$ cat src/hdl/cdt_pkg.sv
// Package for the countdown timer block: item layout, access codes and timer constants.
// No dependencies; imported by every module of the block.
`default_nettype none
package cdt_pkg;

	typedef logic [2:0] op_t;

	localparam op_t OP_TIMER_READ  = 3'd0;
	localparam op_t OP_TIMER_WRITE = 3'd1;
	localparam op_t OP_REQ_READ    = 3'd2;
	localparam op_t OP_ACK         = 3'd3;
	localparam op_t OP_EN_READ     = 3'd4;
	localparam op_t OP_EN_WRITE    = 3'd5;
	localparam op_t OP_RAISE       = 3'd6;
	localparam op_t OP_TICK        = 3'd7;

	localparam logic [31:0] RELOAD_VALUE    = 32'h000F_FFFF;
	localparam logic [31:0] TICKS_PER_US    = 32'd25;
	localparam int          TIMER_LINE_BASE = 2;

	typedef struct packed {
		logic [31:0] data;
		logic [2:0]  index;
		op_t         op;
	} item_t;

endpackage
`default_nettype wire

$ cat src/hdl/cdt_timers.sv
// Bank of one-shot countdown timers: load, read back and tick update.
// Depends on cdt_pkg; reports expiring timers to the interrupt latch.
`default_nettype none
module cdt_timers
	import cdt_pkg::*;
#(
	parameter int NUM_TIMERS = 4
) (
	input  wire logic                  clk,
	input  wire logic                  arst_n,
	input  wire logic                  advance,
	input  wire item_t                 item,
	output logic [31:0]                read_data,
	output logic [NUM_TIMERS-1:0]      expired
);

	logic [31:0]           count_q [NUM_TIMERS];
	logic [NUM_TIMERS-1:0] running_q;
	logic [31:0]           ticks;
	logic                  is_tick;

	assign ticks   = 32'(item.data * TICKS_PER_US);
	assign is_tick = (item.op == OP_TICK);

	always_comb begin
		read_data = '0;
		for (int i = 0; i < NUM_TIMERS; i++) begin
			expired[i] = advance && is_tick && running_q[i] && (count_q[i] <= ticks);
			if (item.op == OP_TIMER_READ && item.index == 3'(i))
				read_data = count_q[i];
		end
	end

	always_ff @(posedge clk or negedge arst_n) begin
		if (!arst_n) begin
			running_q <= '0;
			for (int i = 0; i < NUM_TIMERS; i++)
				count_q[i] <= '0;
		end else if (advance) begin
			for (int i = 0; i < NUM_TIMERS; i++) begin
				if (item.op == OP_TIMER_WRITE && item.index == 3'(i)) begin
					count_q[i]   <= item.data;
					running_q[i] <= 1'b1;
				end else if (expired[i]) begin
					count_q[i]   <= RELOAD_VALUE;
					running_q[i] <= 1'b0;
				end else if (is_tick && running_q[i]) begin
					count_q[i] <= count_q[i] - ticks;
				end
			end
		end
	end

endmodule
`default_nettype wire

$ cat src/hdl/cdt_irq.sv
// Interrupt request and enable latch: acknowledge, raise, enable and timer lines.
// Depends on cdt_pkg; takes expiry flags from cdt_timers.
`default_nettype none
module cdt_irq
	import cdt_pkg::*;
#(
	parameter int NUM_TIMERS = 4,
	parameter int SOUND_BIT  = 10
) (
	input  wire logic                  clk,
	input  wire logic                  arst_n,
	input  wire logic                  advance,
	input  wire item_t                 item,
	input  wire logic [NUM_TIMERS-1:0] expired,
	output logic [31:0]                read_data
);

	logic [31:0] pending_q;
	logic [31:0] enabled_q;
	logic [31:0] tick_lines;

	always_comb begin
		tick_lines = '0;
		for (int i = 0; i < NUM_TIMERS; i++)
			tick_lines[i + TIMER_LINE_BASE] = expired[i];
	end

	always_comb begin
		case (item.op)
			OP_REQ_READ: read_data = pending_q;
			OP_EN_READ:  read_data = enabled_q;
			default:     read_data = '0;
		endcase
	end

	always_ff @(posedge clk or negedge arst_n) begin
		if (!arst_n) begin
			pending_q <= '0;
			enabled_q <= '0;
		end else if (advance) begin
			unique case (item.op)
				OP_ACK: pending_q <= pending_q & item.data;
				OP_EN_WRITE: begin
					enabled_q <= item.data;
					if (item.data[SOUND_BIT])
						pending_q[SOUND_BIT] <= 1'b1;
				end
				OP_RAISE: pending_q <= pending_q | item.data;
				OP_TICK:  pending_q <= pending_q | (tick_lines & enabled_q);
				default: ;
			endcase
		end
	end

endmodule
`default_nettype wire

$ cat src/hdl/countdown_timers_with_irq_latch.sv
// Top level of the countdown timer block: input register, timer bank, interrupt latch
// and result register. Depends on cdt_pkg, cdt_timers and cdt_irq.
//
// Each item is one register access or a tick. The block takes one item per cycle
// while its output is not stalled, and returns exactly one item per input. An item waits
// in the input register, is decoded and applied to the timers and the latch by
// combinational logic (the 32-bit tick product, compare and subtract set the path), and
// its read value lands in the result register, which holds while the output stalls.
`default_nettype none
module countdown_timers_with_irq_latch
	import cdt_pkg::*;
#(
	parameter int NUM_TIMERS = 4,
	parameter int SOUND_BIT  = 10
) (
	input  wire logic        clk,
	input  wire logic        arst_n,
	input  wire logic        s_axis_tvalid,
	output logic             s_axis_tready,
	input  wire logic [39:0] s_axis_tdata,  // op[2:0], index[5:3], data[37:6], zero
	output logic             m_axis_tvalid,
	input  wire logic        m_axis_tready,
	output logic [31:0]      m_axis_tdata   // read_data[31:0]
);

	item_t       item_s1;
	logic        valid_s1;
	logic        advance;
	logic [31:0] read_data_q;
	logic        out_valid_q;
	logic [31:0] timer_rd;
	logic [31:0] irq_rd;
	logic [NUM_TIMERS-1:0] expired;

	assign advance       = valid_s1 && (!out_valid_q || m_axis_tready);
	assign s_axis_tready = !valid_s1 || advance;
	assign m_axis_tvalid = out_valid_q;
	assign m_axis_tdata  = read_data_q;

	always_ff @(posedge clk or negedge arst_n) begin
		if (!arst_n) begin
			valid_s1 <= 1'b0;
		end else if (s_axis_tready) begin
			valid_s1 <= s_axis_tvalid;
		end
	end

	always_ff @(posedge clk) begin
		if (s_axis_tready && s_axis_tvalid)
			item_s1 <= item_t'(s_axis_tdata[37:0]);
	end

	always_ff @(posedge clk or negedge arst_n) begin
		if (!arst_n) begin
			out_valid_q <= 1'b0;
		end else if (advance) begin
			out_valid_q <= 1'b1;
		end else if (m_axis_tready) begin
			out_valid_q <= 1'b0;
		end
	end

	always_ff @(posedge clk) begin
		if (advance)
			read_data_q <= timer_rd | irq_rd;
	end

	cdt_timers #(
		.NUM_TIMERS(NUM_TIMERS)
	) u_timers (
		.clk       (clk),
		.arst_n    (arst_n),
		.advance   (advance),
		.item      (item_s1),
		.read_data (timer_rd),
		.expired   (expired)
	);

	cdt_irq #(
		.NUM_TIMERS(NUM_TIMERS),
		.SOUND_BIT (SOUND_BIT)
	) u_irq (
		.clk       (clk),
		.arst_n    (arst_n),
		.advance   (advance),
		.item      (item_s1),
		.expired   (expired),
		.read_data (irq_rd)
	);

endmodule
`default_nettype wire

$ cat config.mk
export PLATFORM = sky130hd
export DESIGN_NAME = countdown_timers_with_irq_latch
export DESIGN_NICKNAME = d
export VERILOG_FILES = /design/src/hdl/cdt_pkg.sv /design/src/hdl/cdt_timers.sv /design/src/hdl/cdt_irq.sv /design/src/hdl/countdown_timers_with_irq_latch.sv
export SDC_FILE = /design/constraint.sdc
export NUM_CORES = 1
export LEC_CHECK = 0
export BUFFER_PORTS_ARGS = -buffer_cell sky130_fd_sc_hd__buf_2
export CAP_MARGIN = 20
export CORE_MARGIN = 10
export CORE_UTILIZATION = 34
export DETAILED_ROUTE_END_ITERATION = 16
export GPL_ROUTABILITY_DRIVEN = 1
export MAX_ROUTING_LAYER = met4
export REMOVE_ABC_BUFFERS = 1
export SETUP_SLACK_MARGIN = 0.15
export SLEW_MARGIN = 20
export SYNTH_ARGS = -nofsm -noshare
export SYNTH_HDL_FRONTEND = slang
export SYNTH_SLANG_ARGS = --single-unit
$ cat constraint.sdc
create_clock -name clk -period 9.4 [get_ports clk]
set_input_delay 0.94 -clock clk [delete_from_list [all_inputs] [get_ports clk]]
set_output_delay 0.94 -clock clk [all_outputs]
set_load 0.05 [all_outputs]
==> results of run 1 <==
## critical path: cells and delay by family (launching register included)
kind                     cells  cell delay (ns)
buffers and inverters        4             0.58
AND/OR/NAND/NOR              6             0.77
AO/OA/AOI/OAI               13             4.33
flip-flops                   1             0.72
adder cells (fa/ha/maj)      5             1.93
## where the power goes
part           leakage (nW)  total [mW]  internal [mW]  switching, mW
combinational          7.19        6.65           2.75           3.90
sequential             3.19        1.91           1.56          0.354
clock                 0.580        1.44          0.870          0.573
total                  11.0        10.0           5.18           4.83
## logic make-up after synthesis
family                   share of synthesized area [%]
AO/OA/AOI/OAI                                    24.69
AND/OR/NAND/NOR                                  14.83
flip-flops                                       32.82
buffers and inverters                            4.847
adder cells (fa/ha/maj)                          14.85
XOR/XNOR                                         5.685
multiplexers                                     2.275
## how the worst max path moves through the flow
stage / to / slack (ns) / depth (start not counted)
after floorplan: u_timers.count_q[86] / 3.17 / 28
after detailed placement: u_timers.count_q[82] / 1.08 / 28
after global routing: u_timers.count_q[82] / 0.43 / 28
after CTS: u_timers.count_q[82] / 0.98 / 28
final: u_timers.count_q[82] / 0.96 / 28
after global placement: u_timers.count_q[86] / 1.16 / 27
## stage by stage
step / setup WS (ns) / util, %
4_1_cts: 0.9783 / 38.20
6_report: 0.9606 / 38.25
3_5_place_dp: 1.078 / 36.28
5_1_grt: 0.4253 / 38.25
3_3_place_gp: 1.159 / 36.27
2_1_floorplan: 3.167 / -
## per-layer routing
layer,track usage (%),vias up,part of all wire [%]
met5,-,-,0
met4,8.626,0,4.0
met3,3.165,154,6.6
met2,33.40,693,45
met1,27.99,9541,44
li1,-,9094,-
## state kept, by name (all words and copies together), names as in the netlist
register	flops
item_s1	38
m_axis_tdata	32
m_axis_tvalid	1
u_irq.enabled_q	32
u_irq.pending_q	32
u_timers.count_q	128
u_timers.running_q	4
valid_s1	1
## placed cells by master (no fill, tap or decap), types with 21 or more instances in the layout
cell type | synthesis | routed
a211oi_1 | 21 | 21
nor2b_1 | 27 | 26
xnor2_1 | 81 | 81
xor2_1 | 56 | 55
clkbuf_16 | 0 | 37
o22ai_1 | 31 | 31
edfxtp_1 | 70 | 70
buf_2 | 8 | 74
dfrtp_1 | 198 | 198
a31oi_1 | 28 | 28
a21oi_1 | 217 | 217
a21o_1 | 74 | 74
nor3_1 | 41 | 40
buf_4 | 4 | 39
fa_1 | 30 | 30
ha_1 | 203 | 203
nand2b_1 | 37 | 37
o21ai_0 | 249 | 249
a221oi_1 | 24 | 24
a222oi_1 | 32 | 32
nor2_1 | 163 | 161
nand2_1 | 234 | 233
nand3_1 | 66 | 66
inv_1 | 147 | 147
o21a_1 | 21 | 21
mux2i_1 | 35 | 35
## cell type report
type | count | area (um2)
fill | 6458 | 38810
multi-input combinational | 1933 | 13460
sequential | 268 | 7057
tap | 846 | 1059
clock buffer | 43 | 968.4
timing repair buffer | 115 | 704.4
inverter | 148 | 555.5
clock inverter | 20 | 234.0
==> run summary, run 1 <==
CTS Sinks = 268
Max Slew Vio Count = 0
Worst EP required = 9.86 ns
H-tree depth = 2
Total track usage = 21.56%
CP peak stage delay = 0.86 ns
Slew @ Worst Pin = 1.068 ns
Mean Syn Cell Area = 8.712 um2
RSZ-0062 raised after global routing = no
Vias in the first global route = 18950
1st-iter DRT viols = 1790
PostCTS Resize Cnt = 0
CTS Hold Bufs = 0
Final worst path period need = 8.439 ns
Crit path max-delay cell type = o21ai_0
Initial antenna violation count = 0
Die area = 73700 um2
Worst Reg-to-Reg Cells = 28
FF+latch count, synth = 268
Final worst-path cycle share = 89.78%
CTS root buffer = clkbuf_16
Startpoint Class = flop
Die width = 271.5 um
Yosys cell types = 92
Final setup violation count = 0
Worst setup EP type = flop
Final WL = 78910 um
Lkg Pwr = 10.96 nW
Layout net count = 2778
Layout cells sized above 1 = 9.141%
Ys Warns = 0
Area of the core = 62850 um2
HPWL reported at the end of detailed placement = 56120 um
EDFF count, synth = 70
Reg2reg start = item_s1[16]
Reg2reg end = u_timers.count_q[82]
Vias post-DR = 19480
Synth-to-layout area growth = 11.81%
Hold endpoint = u_irq.enabled_q[16]
Synthesized area = 21500 um2
Min-delay src = u_irq.enabled_q[16]
Post-CTS Setup Repair Bufs = 0
TritonCTS Buffers = 35
Placed Cells incl. Taps = 3309
Fin. Hold Viols = 0
Hold Crit Class = reg2reg
GP Congestion = 0.9582
CP Class = reg2reg
Non-Filler Instances = 3373
CTS clock-pin slew for the worst setup and hold paths = 0.06 ns
Worst skew pair latency = 0.57 ns
TNS Setup = 0 ns
Crit path max fanout = 15
DRC errors left = 0
Hold path cells = 2
Top cells by area, synth = dfrtp_1 23%, ha_1 12%, edfxtp_1 9.8%
Max_cap viols = 0
Die Ht = 271.5 um
Max-slew headroom = 28.03%
Antenna Cells = 0
Async S/R FF share, synth = 73.88%
Flop-to-flop setup slack = 0.96 ns
Rows = 92
Initial Util = 34.21%
Maximum VDD drop = 0.1470 mV
First-pass DRT Iterations = 6
Synth top cells by count = 249 x o21ai_0, 234 x nand2_1, 217 x a21oi_1
First-pass GRT wire length = 119800 um
Clock Path Buffers = 3
Clock tree from TritonCTS = yes
Crit path top cell by count = a21oi_1
IO Pins = 78
Total power = 10.00 mW
PwrDens = 416.2 nW/um2
Syn Inst Count = 2468
Post-synth top area share = 23.04%
Top_reg_cell synth = dfrtp_1
CP Launch Point = item_s1[16]
Routed Antenna Nets = 0
Max Freq = 0.1185 GHz
Most area-hungry cell type in the Yosys netlist = dfrtp_1
Worst hold slack = 0.4837 ns
DR WL/cell = 23.40 um
Sequential share of the synthesized area = 32.82%
Vias/cell = 5.776
Most numerous cell in the Yosys netlist = o21ai_0
Final Cell Area = 24040 um2
Port bufs = 75
Grt total ovfl = 0
Worst Skew = 0.02522 ns
Post-Place Cell Area = 22800 um2
Outcome = complete, no violations
CP Data Arrival Time = 8.90 ns
Pin count of the biggest net entering global routing = 106
No activity file was read; power rests on OpenSTA's default activity.
==> run 2, diff against run 1 <==
CORE_MARGIN = default   (was 10)
==> run summary, run 2 (synthesized netlist as in run 1, its figures left out) <==
Outcome = complete, no violations
Worst Skew = 0.02421 ns
Port bufs = 75
Pin count of the biggest net entering global routing = 79
Area of the core = 62050 um2
Int Power = 5.218 mW
Final WL = 77770 um
CTS Hold Bufs = 0
Clock Power Share = 14.7%
DRC errors left = 0
Vias in the first global route = 18720
Initial Util = 34.65%
Largest registers = u_timers.count_q (128), item_s1 (38)
Reg area = 7057 um2
Vias post-DR = 19520
Slew @ Worst Pin = 1.139 ns
TNS Setup = 0 ns
Placed Cells incl. Taps = 3299
PwrDens = 418.3 nW/um2
Routed Antenna Nets = 0
Grt total ovfl = 0
Startpoint Class = flop
Max-slew headroom = 23.27%
Filler instances = 6267
Sequential share of power = 19.1%
Max Slew Vio Count = 0
Max reg flops = 128
Max Freq = 0.1196 GHz
Crit path max-delay cell type = o21ai_0
Most common cell after layout, fill and taps aside = o21ai_0
Lkg Pwr = 10.94 nW
Fin. Hold Viols = 0
DR WL/cell = 23.13 um
Sw Ratio = 48.04%
Layout cells sized above 1 = 8.950%
Maximum VDD drop = 0.1611 mV
CTS root buffer = clkbuf_16
Initial antenna violation count = 1
RSZ-0062 raised after global routing = no
Post-CTS Setup Repair Bufs = 0
Final worst-path cycle share = 88.93%
Worst setup EP type = flop
Die Ht = 253.5 um
Clock tree from TritonCTS = yes
Commonest cells after routing, fill and taps aside = 249 x o21ai_0, 233 x nand2_1, 217 x a21oi_1, 203 x ha_1, 198 x dfrtp_1
Layout net count = 2776
Die width = 253.5 um
Total track usage = 24.97%
Non-Filler Instances = 3362
HPWL reported at the end of detailed placement = 55420 um
Max_cap viols = 0
Worst setup margin = 1.041 ns
First-pass DRT Iterations = 6
IO Pins = 78
Crit path top cell by count = a21oi_1
Comb power frac = 66.2%
Crit path max fanout = 15
Worst EP required = 9.85 ns
Hold Crit Class = in2async
Die area = 64250 um2
Final worst path period need = 8.359 ns
Final setup violation count = 0
Antenna Cells = 0
Synth-to-layout area growth = 11.64%
GP Congestion = 0.9788
1st-iter DRT viols = 1806
NetSw = 4.823 mW
Worst skew pair latency = 0.56 ns
TritonCTS Buffers = 35
Vias/cell = 5.805
CP peak stage delay = 0.90 ns
Clock Path Buffers = 3
PostCTS Resize Cnt = 0
Finished Core Util = 38.69%
CP Data Arrival Time = 8.81 ns
CTS Sinks = 268
CP Class = reg2reg
First-pass GRT wire length = 117500 um
CTS clock-pin slew for the worst setup and hold paths = 0.06 ns
Rows = 91
Top reg by flops = u_timers.count_q
H-tree depth = 2
Multi-input gate area = 13450 um2
Dpl ws = 1.248 ns
[run 2: cell types whose count changed in the layout (fill, tap and decap cells not counted), sizes merged]
cell	delta
bufinv	+2
clkinvlp	-2
buf	-1
clkinv	-1
[run 2: worst max-delay path: cells and delay by family (launching register included)]
kind,cells,cell delay [ns]
AND/OR/NAND/NOR,6,0.78
buffers and inverters,4,0.56
AO/OA/AOI/OAI,13,4.29
adder cells (fa/ha/maj),5,1.98
flip-flops,1,0.63
[run 2: per-stage QoR]
step           hold slack [ns]  power, mW  cell area [um2]
2_1_floorplan           0.4505      6.849            21020
3_3_place_gp            0.4633      8.321            22780
3_5_place_dp            0.4713      8.421            22780
4_1_cts                 0.3919      9.964            24000
5_1_grt                 0.4255      10.87            24010
6_report                0.3885      10.04            24010
[run 2: area by class of cell]
class	instances	share of cell area, %
clock buffers	44	3.966
multi-input cells	1933	56.04
flip-flops and latches	268	29.40
inverters	148	2.314
repair buffers	113	2.794
clock inverters	19	1.126
well taps	837	4.363
[run 2: layer usage]
layer | part of all wire (%) | GRT usage, % | vias to the layer above
met5 | 0 | - | -
met4 | 3.8 | 8.935 | 0
met3 | 6.1 | 3.196 | 167
met2 | 45 | 38.33 | 711
met1 | 45 | 33.64 | 9550
li1 | - | - | 9089
[run 2: worst paths after layout]
path / startpoint / to / slack [ns] / cells after the start
min: arst_n / u_irq.pending_q[18] / 0.39 / 1
max in group asynchronous: arst_n / u_irq.pending_q[6] / 7.53 / 2
min in group clk: u_irq.enabled_q[23] / u_irq.enabled_q[23] / 0.48 / 2
min reg2reg: u_irq.enabled_q[23] / u_irq.enabled_q[23] / 0.48 / 2
max: item_s1[13] / u_timers.count_q[82] / 1.04 / 28
max reg2reg: item_s1[13] / u_timers.count_q[82] / 1.04 / 28
[run 2: power by group through the flow]
stage               logic [mW]  clock network, mW  registers, mW
finish                    6.65               1.48           1.92
global route              7.37               1.55           1.95
CTS                       6.55               1.51           1.90
detailed placement        6.50                  0           1.92
global placement          6.41                  0           1.91
floorplan                 4.99                  0           1.86
